`src/srtf_pkg.sv`:
```
// Package for the shortest-remaining-time-first tick scheduler.
// Holds the sequencer state type, the result status codes and the fixed field widths.
// No dependencies.
package srtf_pkg;

    localparam int JOB_W    = 8;
    localparam int BURST_W  = 16;
    localparam int OUT_T_W  = 16;
    localparam int STATUS_W = 3;

    typedef enum logic [STATUS_W-1:0] {
        STAT_ADMITTED   = 3'd0,
        STAT_FULL       = 3'd1,
        STAT_ZERO_BURST = 3'd2,
        STAT_RAN        = 3'd3,
        STAT_IDLE_TICK  = 3'd4
    } t_status;

    typedef enum logic [2:0] {
        S_IDLE,
        S_SCAN,
        S_DEC,
        S_TAT,
        S_WAIT,
        S_SHIFT,
        S_DONE
    } t_state;

endpackage

```
`src/srtf_tick_scheduler.sv`:
```
// Top level of the shortest-remaining-time-first tick scheduler.
// Depends on srtf_pkg, srtf_mem (slot table) and srtf_alu (shared subtractor).
//
// Usage: an input beat carries a command. An arrival (cmd 0) admits a job with its
// burst into the table, stamped with the current time; a zero burst or a full table
// is rejected. A tick (cmd 1) runs the held job with the least remaining time, the
// earlier admitted one on a tie, decrements it and advances the saturating time.
// Every input beat gives exactly one output beat carrying the status, the job that
// ran and, when it completed, its completion, turnaround and waiting times.
// Jobs are kept in admission order in the table; a completed job is removed by
// moving each later entry down one place, one entry per cycle.
// Sequence: an arrival or an idle tick goes straight to the done state, which loads the
// output register once it is free. A tick that runs a job scans the N held jobs one per
// cycle through the table's read port, then decrements the chosen one. When the job
// completes, the turnaround and waiting times follow and each later entry moves down.
// The input is taken only while no item is in work; one result may wait in the
// output register while the next item is accepted. If the receiver stalls, a
// further result is held back until the output register is free.
// Reset empties the table and clears the time and the output valid.
module srtf_tick_scheduler #(
    parameter int SLOTS      = 16,
    parameter int TIME_WIDTH = 16
) (
    input  logic        i_clk,
    input  logic        i_rst_n,
    input  logic        i_in_valid,
    output logic        o_in_ready,
    input  logic        i_cmd,
    input  logic [7:0]  i_job_id,
    input  logic [15:0] i_burst_len,
    output logic        o_out_valid,
    input  logic        i_out_ready,
    output logic [2:0]  o_status,
    output logic [7:0]  o_ran_id,
    output logic        o_finished,
    output logic [15:0] o_completion_time,
    output logic [15:0] o_turnaround,
    output logic [15:0] o_waiting,
    output logic [15:0] o_time_now
);

    localparam int TW    = TIME_WIDTH;
    localparam int BW    = srtf_pkg::BURST_W;
    localparam int JW    = srtf_pkg::JOB_W;
    localparam int OW    = srtf_pkg::OUT_T_W;
    localparam int AW    = (TW > BW) ? TW : BW;
    localparam int IW    = $clog2(SLOTS);
    localparam int CW    = $clog2(SLOTS + 1);
    localparam int EW    = JW + BW + TW + BW;
    localparam int ARR_L = BW;
    localparam int REM_L = BW + TW;
    localparam int JOB_L = BW + TW + BW;

    srtf_pkg::t_state  r_state, n_state;
    logic [CW-1:0]     r_count, n_count;
    logic [TW-1:0]     r_time, n_time;
    logic [IW-1:0]     r_idx, n_idx;
    logic [IW-1:0]     r_best, n_best;
    logic [JW-1:0]     r_best_job, n_best_job;
    logic [BW-1:0]     r_best_rem, n_best_rem;
    logic [TW-1:0]     r_best_arr, n_best_arr;
    logic [BW-1:0]     r_best_burst, n_best_burst;
    srtf_pkg::t_status r_status, n_status;
    logic [JW-1:0]     r_ran, n_ran;
    logic              r_fin, n_fin;
    logic [TW-1:0]     r_comp, n_comp;
    logic [AW-1:0]     r_tat, n_tat;
    logic [AW-1:0]     r_wait, n_wait;

    logic              r_o_valid, n_o_valid;
    srtf_pkg::t_status r_o_status, n_o_status;
    logic [JW-1:0]     r_o_ran, n_o_ran;
    logic              r_o_fin, n_o_fin;
    logic [OW-1:0]     r_o_comp, n_o_comp;
    logic [OW-1:0]     r_o_tat, n_o_tat;
    logic [OW-1:0]     r_o_wait, n_o_wait;
    logic [OW-1:0]     r_o_time, n_o_time;

    logic              w_we;
    logic [IW-1:0]     w_waddr;
    logic [EW-1:0]     w_wdata;
    logic [IW-1:0]     w_raddr;
    logic [EW-1:0]     w_rdata;
    logic [AW-1:0]     w_alu_a;
    logic [AW-1:0]     w_alu_b;
    logic [AW-1:0]     w_alu_diff;
    logic              w_alu_lt;
    logic [TW-1:0]     w_time_inc;
    logic [CW-1:0]     w_last;
    logic              w_at_last;
    logic [BW-1:0]     w_rem_new;

    srtf_mem #(
        .DEPTH (SLOTS),
        .WIDTH (EW)
    ) u_mem (
        .i_clk   (i_clk),
        .i_we    (w_we),
        .i_waddr (w_waddr),
        .i_wdata (w_wdata),
        .i_raddr (w_raddr),
        .o_rdata (w_rdata)
    );

    srtf_alu #(
        .W (AW)
    ) u_alu (
        .i_a    (w_alu_a),
        .i_b    (w_alu_b),
        .o_diff (w_alu_diff),
        .o_lt   (w_alu_lt)
    );

    assign w_time_inc = (r_time == {TW{1'b1}}) ? r_time : r_time + TW'(1);
    assign w_last     = r_count - CW'(1);
    assign w_at_last  = (CW'(r_idx) == w_last);
    assign w_rem_new  = w_alu_diff[BW-1:0];

    always_comb begin
        n_state      = r_state;
        n_count      = r_count;
        n_time       = r_time;
        n_idx        = r_idx;
        n_best       = r_best;
        n_best_job   = r_best_job;
        n_best_rem   = r_best_rem;
        n_best_arr   = r_best_arr;
        n_best_burst = r_best_burst;
        n_status     = r_status;
        n_ran        = r_ran;
        n_fin        = r_fin;
        n_comp       = r_comp;
        n_tat        = r_tat;
        n_wait       = r_wait;
        n_o_valid    = r_o_valid & ~i_out_ready;
        n_o_status   = r_o_status;
        n_o_ran      = r_o_ran;
        n_o_fin      = r_o_fin;
        n_o_comp     = r_o_comp;
        n_o_tat      = r_o_tat;
        n_o_wait     = r_o_wait;
        n_o_time     = r_o_time;
        w_we         = 1'b0;
        w_waddr      = r_best;
        w_wdata      = {r_best_job, w_rem_new, r_best_arr, r_best_burst};
        w_raddr      = '0;
        w_alu_a      = '0;
        w_alu_b      = '0;
        o_in_ready   = 1'b0;

        unique case (r_state)
            srtf_pkg::S_IDLE: begin
                o_in_ready = 1'b1;
                n_ran      = '0;
                n_fin      = 1'b0;
                n_comp     = '0;
                n_tat      = '0;
                n_wait     = '0;
                n_idx      = '0;
                if (i_in_valid) begin
                    n_state = srtf_pkg::S_DONE;
                    if (!i_cmd) begin
                        if (i_burst_len == '0) begin
                            n_status = srtf_pkg::STAT_ZERO_BURST;
                        end else if (r_count == CW'(SLOTS)) begin
                            n_status = srtf_pkg::STAT_FULL;
                        end else begin
                            n_status = srtf_pkg::STAT_ADMITTED;
                            w_we     = 1'b1;
                            w_waddr  = r_count[IW-1:0];
                            w_wdata  = {i_job_id, i_burst_len, r_time, i_burst_len};
                            n_count  = r_count + CW'(1);
                        end
                    end else if (r_count == '0) begin
                        n_status = srtf_pkg::STAT_IDLE_TICK;
                        n_time   = w_time_inc;
                    end else begin
                        n_state = srtf_pkg::S_SCAN;
                    end
                end
            end

            srtf_pkg::S_SCAN: begin
                w_raddr = r_idx + IW'(1);
                w_alu_a = AW'(w_rdata[REM_L +: BW]);
                w_alu_b = AW'(r_best_rem);
                if (r_idx == '0 || w_alu_lt) begin
                    n_best       = r_idx;
                    n_best_job   = w_rdata[JOB_L +: JW];
                    n_best_rem   = w_rdata[REM_L +: BW];
                    n_best_arr   = w_rdata[ARR_L +: TW];
                    n_best_burst = w_rdata[BW-1:0];
                end
                n_idx = r_idx + IW'(1);
                if (w_at_last) begin
                    n_state = srtf_pkg::S_DEC;
                end
            end

            srtf_pkg::S_DEC: begin
                w_alu_a  = AW'(r_best_rem);
                w_alu_b  = AW'(1);
                n_time   = w_time_inc;
                n_status = srtf_pkg::STAT_RAN;
                n_ran    = r_best_job;
                if (w_rem_new != '0) begin
                    w_we    = 1'b1;
                    n_state = srtf_pkg::S_DONE;
                end else begin
                    n_fin   = 1'b1;
                    n_comp  = w_time_inc;
                    n_state = srtf_pkg::S_TAT;
                end
            end

            srtf_pkg::S_TAT: begin
                w_alu_a = AW'(r_time);
                w_alu_b = AW'(r_best_arr);
                n_tat   = w_alu_lt ? '0 : w_alu_diff;
                n_state = srtf_pkg::S_WAIT;
            end

            srtf_pkg::S_WAIT: begin
                w_alu_a = r_tat;
                w_alu_b = AW'(r_best_burst);
                n_wait  = w_alu_lt ? '0 : w_alu_diff;
                w_raddr = r_best + IW'(1);
                n_idx   = r_best + IW'(1);
                if (CW'(r_best) == w_last) begin
                    n_count = w_last;
                    n_state = srtf_pkg::S_DONE;
                end else begin
                    n_state = srtf_pkg::S_SHIFT;
                end
            end

            srtf_pkg::S_SHIFT: begin
                w_we    = 1'b1;
                w_waddr = r_idx - IW'(1);
                w_wdata = w_rdata;
                w_raddr = r_idx + IW'(1);
                n_idx   = r_idx + IW'(1);
                if (w_at_last) begin
                    n_count = w_last;
                    n_state = srtf_pkg::S_DONE;
                end
            end

            srtf_pkg::S_DONE: begin
                if (!r_o_valid || i_out_ready) begin
                    n_o_valid  = 1'b1;
                    n_o_status = r_status;
                    n_o_ran    = r_ran;
                    n_o_fin    = r_fin;
                    n_o_comp   = OW'(r_comp);
                    n_o_tat    = OW'(r_tat);
                    n_o_wait   = OW'(r_wait);
                    n_o_time   = OW'(r_time);
                    n_state    = srtf_pkg::S_IDLE;
                end
            end

            default: begin
                n_state = srtf_pkg::S_IDLE;
            end
        endcase
    end

    always_ff @(posedge i_clk) begin
        if (!i_rst_n) begin
            r_state   <= srtf_pkg::S_IDLE;
            r_count   <= '0;
            r_time    <= '0;
            r_o_valid <= 1'b0;
        end else begin
            r_state   <= n_state;
            r_count   <= n_count;
            r_time    <= n_time;
            r_o_valid <= n_o_valid;
        end
    end

    always_ff @(posedge i_clk) begin
        r_idx        <= n_idx;
        r_best       <= n_best;
        r_best_job   <= n_best_job;
        r_best_rem   <= n_best_rem;
        r_best_arr   <= n_best_arr;
        r_best_burst <= n_best_burst;
        r_status     <= n_status;
        r_ran        <= n_ran;
        r_fin        <= n_fin;
        r_comp       <= n_comp;
        r_tat        <= n_tat;
        r_wait       <= n_wait;
        r_o_status   <= n_o_status;
        r_o_ran      <= n_o_ran;
        r_o_fin      <= n_o_fin;
        r_o_comp     <= n_o_comp;
        r_o_tat      <= n_o_tat;
        r_o_wait     <= n_o_wait;
        r_o_time     <= n_o_time;
    end

    assign o_out_valid       = r_o_valid;
    assign o_status          = r_o_status;
    assign o_ran_id          = r_o_ran;
    assign o_finished        = r_o_fin;
    assign o_completion_time = r_o_comp;
    assign o_turnaround      = r_o_tat;
    assign o_waiting         = r_o_wait;
    assign o_time_now        = r_o_time;

endmodule

```
`src/srtf_alu.sv`:
```
// Shared subtract and compare unit of the scheduler.
// Gives the difference of two unsigned operands and whether the first is below the second.
// No dependencies.
module srtf_alu #(
    parameter int W = 16
) (
    input  logic [W-1:0] i_a,
    input  logic [W-1:0] i_b,
    output logic [W-1:0] o_diff,
    output logic         o_lt
);

    logic [W:0] w_full;

    assign w_full = {1'b0, i_a} - {1'b0, i_b};
    assign o_diff = w_full[W-1:0];
    assign o_lt   = w_full[W];

endmodule

```
`src/srtf_mem.sv`:
```
// Job slot table of the scheduler: one write port and one read port with registered read data.
// No dependencies.
module srtf_mem #(
    parameter int DEPTH = 16,
    parameter int WIDTH = 56
) (
    input  logic                     i_clk,
    input  logic                     i_we,
    input  logic [$clog2(DEPTH)-1:0] i_waddr,
    input  logic [WIDTH-1:0]         i_wdata,
    input  logic [$clog2(DEPTH)-1:0] i_raddr,
    output logic [WIDTH-1:0]         o_rdata
);

    logic [WIDTH-1:0] r_mem [DEPTH];

    always_ff @(posedge i_clk) begin
        if (i_we) begin
            r_mem[i_waddr] <= i_wdata;
        end
        o_rdata <= r_mem[i_raddr];
    end

endmodule
```
`config.mk`:
```
export PLATFORM = sky130hd
export DESIGN_NAME = srtf_tick_scheduler
export DESIGN_NICKNAME = d
export VERILOG_FILES = /design/src/srtf_pkg.sv /design/src/srtf_tick_scheduler.sv /design/src/srtf_alu.sv /design/src/srtf_mem.sv
export SDC_FILE = /design/constraint.sdc
export NUM_CORES = 2
export LEC_CHECK = 0
export ABC_AREA = 0
export BUFFER_PORTS_ARGS = -buffer_cell sky130_fd_sc_hd__buf_2
export CAP_MARGIN = 20
export CORE_ASPECT_RATIO = 1.5
export CORE_MARGIN = 4
export CORE_UTILIZATION = 50
export DETAILED_ROUTE_END_ITERATION = 8
export GPL_ROUTABILITY_DRIVEN = 0
export PLACE_DENSITY = 0.66
export SKIP_CTS_REPAIR_TIMING = 1
export SYNTH_ARGS = -nofsm -noshare
export SYNTH_HDL_FRONTEND = slang
export SYNTH_SLANG_ARGS = --single-unit
```
`constraint.sdc`:
```
create_clock -name i_clk -period 11.3 [get_ports i_clk]
set_clock_uncertainty 0.15 [all_clocks]
set_input_delay 2.26 -clock i_clk [delete_from_list [all_inputs] [get_ports i_clk]]
set_output_delay 2.26 -clock i_clk [all_outputs]
set_load 0.005 [all_outputs]
```
==> impl_metrics.csv <==
group,metric,value,unit
layout,drive_above_1_share,0.119,
timing,rsz0062_at_grt,"false",
timing,slew_headroom,0.233,
timing,fmax,0.132,GHz
layout,largest_register_ffs,896,
routing,routed_wirelength,120,mm
status,status,"finished, final reports clean",
layout,area_growth,11.7,%
global_route,grt_max_degree,216,
global_route,grt.overflow.total,0,
global_route,antenna_found_initial,2,
layout,regMostFlops,"u_mem.r_mem",
timing,setup_violations,0,
global_route,grt_pass1_vias,27900,
routing,vias,28200,
power,clock_power_share,0.210,
layout,largestRegisters,"u_mem.r_mem (896), u_mem.o_rdata (56)",
routing,vias_per_cell,6.37,
floorplan,core,0.0929,mm²
layout,antenna_cells,0,
timing,hold_viol_final,0,
synth,ys_seq_area_frac,0.739,
clock_tree,clock-root-buffer,"clkbuf_16",
power,power.net_switching,6.82,mW
power,power_leakage,16.5,nW
floorplan,floorplan.initialDensity,0.503,
setup_path,crit_top_cell,"buf_4",
place,hpwl,68.6,mm
clock_tree,path_clk_slew,0.06,ns
routing,antenna_left,0,
synth,synth-seq-cells,1177,
setup_path,cp.required,11.46,ns
routing,routedWlPerCell,27.1,µm
routing,drt-initial-drc-count,2959,
timing,maxSlewViolCount,0,
setup_path,path_cells,"nor2_2 > nand2_1 > inv_1 > a22o_1 > a221o_1 > ha_1 > a21oi_1 > o2bb2ai_1 > nor2_1 > nand3_1 > a2111oi_0 > a211o_1 > o41ai_4 > buf_4 > a211oi_4 > buf_4",
synth,yosysUniqueCellTypes,73,
timing,finalSetupTns,0,ns
synth,synth_ff_type,"edfxtp_1",
power,swShare,0.390,
routing,drtPass1Iterations,5,
timing,worst_slew_pin_slew,1.15,ns
floorplan,io_pins,107,
timing,fin_crit,7.57,ns
synth,syn-cell-area,0.0467,mm²
place,io_buffers,106,
flow_run,drv_cap,0,
floorplan,die_w,258,µm
clock_tree,cts.sinks,1177,
layout,layout.nets,3135,
global_route,globalRouteTotalUtil,0.238,
clock_tree,cts_tree,"yes",
synth,synth_edf_count,1096,
routing,drcViolationCount,0,
setup_path,path_class,"reg -> reg",
synth,yosys-top-cells-area,"edfxtp_1 70%, mux2i_1 5.4%, o221ai_1 4.4%",
layout,finalInstanceArea,0.0522,mm²
power,peakVddDrop,268,µV
power,combPwrFrac,0.387,
timing,whs,0.261,ns
place,dp_slack,3.88,ns
synth,synth_fp_nets,3093,
setup_path,crit_family,"compound AO/OA/AOI/OAI gates",
synth,synth.largest_area_cell,"edfxtp_1",
global_route,grt_pass1_wl,178,mm
power,p_seq_frac,0.403,
place,placed_area,0.0486,mm²
floorplan,die_area,0.0985,mm²
synth,netlist_instances,3042,
synth,avgSynthCellArea,15.4,µm²
setup_path,worst-path-buf-inv,3,
clock_tree,clock_path_buffers,3,
hold_path,min_path_type,"reg -> reg",
timing,fin_ws,3.73,ns
setup_path,critPathLaunchType,"register",
clock_tree,clock_latency,0.71,ns
synth,yosysWarnings,0,
timing,period_share,0.670,
floorplan,fp-row-count,137,
setup_path,endpoint_kind,"register",
setup_path,crit_arrival,7.73,ns
synth,synth_top_area_frac,0.704,
floorplan,die_h,382,µm
power,intPower,10.6,mW
setup_path,slowest_stage,"a211oi_4",
clock_tree,htree_levels,3,
layout,nFillCells,7174,
synth,async_reset_ff_frac,0,
setup_path,critPathMaxFanout,44,
setup_path,max_stage_delay,0.90,ns
clock_tree,tritoncts.num_buffers,101,
power,power.density,335,mW/mm²
layer usage:
metal | GRT usage | vias to the layer above | part of all wire
li1 | - | 12200 | -
met1 | 0.307 | 14400 | 0.38
met2 | 0.405 | 1304 | 0.50
met3 | 0.0388 | 253 | 0.076
met4 | 0.0941 | 2 | 0.037
met5 | 0 | - | 0.000058
kinds of logic (layout without fill, tap and decap cells):
| logic type | Yosys count | after routing | synth area share |
|---|---|---|---|
| buffers and inverters | 254 | 383 | 0.0226 |
| and+or+nand+nor | 481 | 481 | 0.0444 |
| adders and majority gates | 22 | 22 | 0.00605 |
| muxes | 254 | 254 | 0.0545 |
| AOI/OAI and AO/OA | 801 | 801 | 0.123 |
| xor gates and xnor gates | 53 | 53 | 0.0105 |
| DFF | 1177 | 1177 | 0.739 |
area by class of cell:
class | instances | area (µm²) | share of cell area
Clock inverter | 65 | 841 | 0.0161
Sequential cell | 1177 | 34500 | 0.662
Timing Repair Buffer | 171 | 1050 | 0.0201
Clock buffer | 125 | 2710 | 0.0519
Inverter | 22 | 85.1 | 0.00163
Multi-Input combinational cell | 1611 | 11400 | 0.219
Tap cell | 1251 | 1570 | 0.0300
cells in the mapped netlist (22+ instances only):
cell / n
xnor2_1: 23
clkbuf_1: 158
a21oi_1: 101
dfxtp_1: 81
a221o_1: 22
edfxtp_1: 1096
o21ai_0: 147
o221ai_1: 233
nand2_1: 257
nor2_1: 107
mux2i_1: 251
buf_2: 58
a22oi_1: 45
xor2_1: 27
a31oi_1: 59
o211ai_1: 117
through the flow:
step	std cells	power, mW	utilization
2_1_floorplan	3042	11.2	-
6_report	4422	17.5	0.562
4_1_cts	4420	17.4	0.562
3_3_place_gp	4229	13.5	0.523
3_5_place_dp	4230	13.7	0.523
5_1_grt	4422	18.2	0.562
power by group through the flow:
stage                     Clock [mW]  Sequential [mW]  Combinational, mW
final                           3.66             7.04               6.77
after global routing            3.91             7.07               7.22
after CTS                       3.72             7.02               6.61
after detailed placement           0             7.11               6.57
after global placement             0             7.10               6.39
after floorplan                    0             6.96               4.27
cell usage in the layout (no fill, tap or decap), types with 17 or more instances in the layout:
cell type     n
and3_1       17
edfxtp_1   1096
xor2_1       27
bufinv_16    17
nand2_1     256
a21oi_1     101
nand3_1      20
o21ai_0     144
clkbuf_16   102
buf_4        62
inv_1        21
nor2_1      104
ha_1         21
a221o_1      22
buf_2       106
xnor2_1      23
o221ai_1    232
mux2i_1     251
a22oi_1      45
dfxtp_1      80
clkinv_2     20
a31oi_1      59
o211ai_1    117
worst paths after layout:
| check | startpoint | to | slack, ns | depth (start not counted) |
|---|---|---|---|---|
| worst max-delay path | r_state[0]$_SDFFE_PN0P_ | u_mem.r_mem[13][18]$_DFFE_PP_ | 3.73 | 16 |
| worst min-delay path | r_ran[5]$_SDFFCE_PP0P_ | o_ran_id[5]$_DFFE_PP_ | 0.26 | 0 |
| worst max register to register | r_state[0]$_SDFFE_PN0P_ | u_mem.r_mem[13][18]$_DFFE_PP_ | 3.73 | 16 |
| worst min register to register | r_ran[5]$_SDFFCE_PP0P_ | o_ran_id[5]$_DFFE_PP_ | 0.26 | 0 |
(Power assumes the default switching activity.)
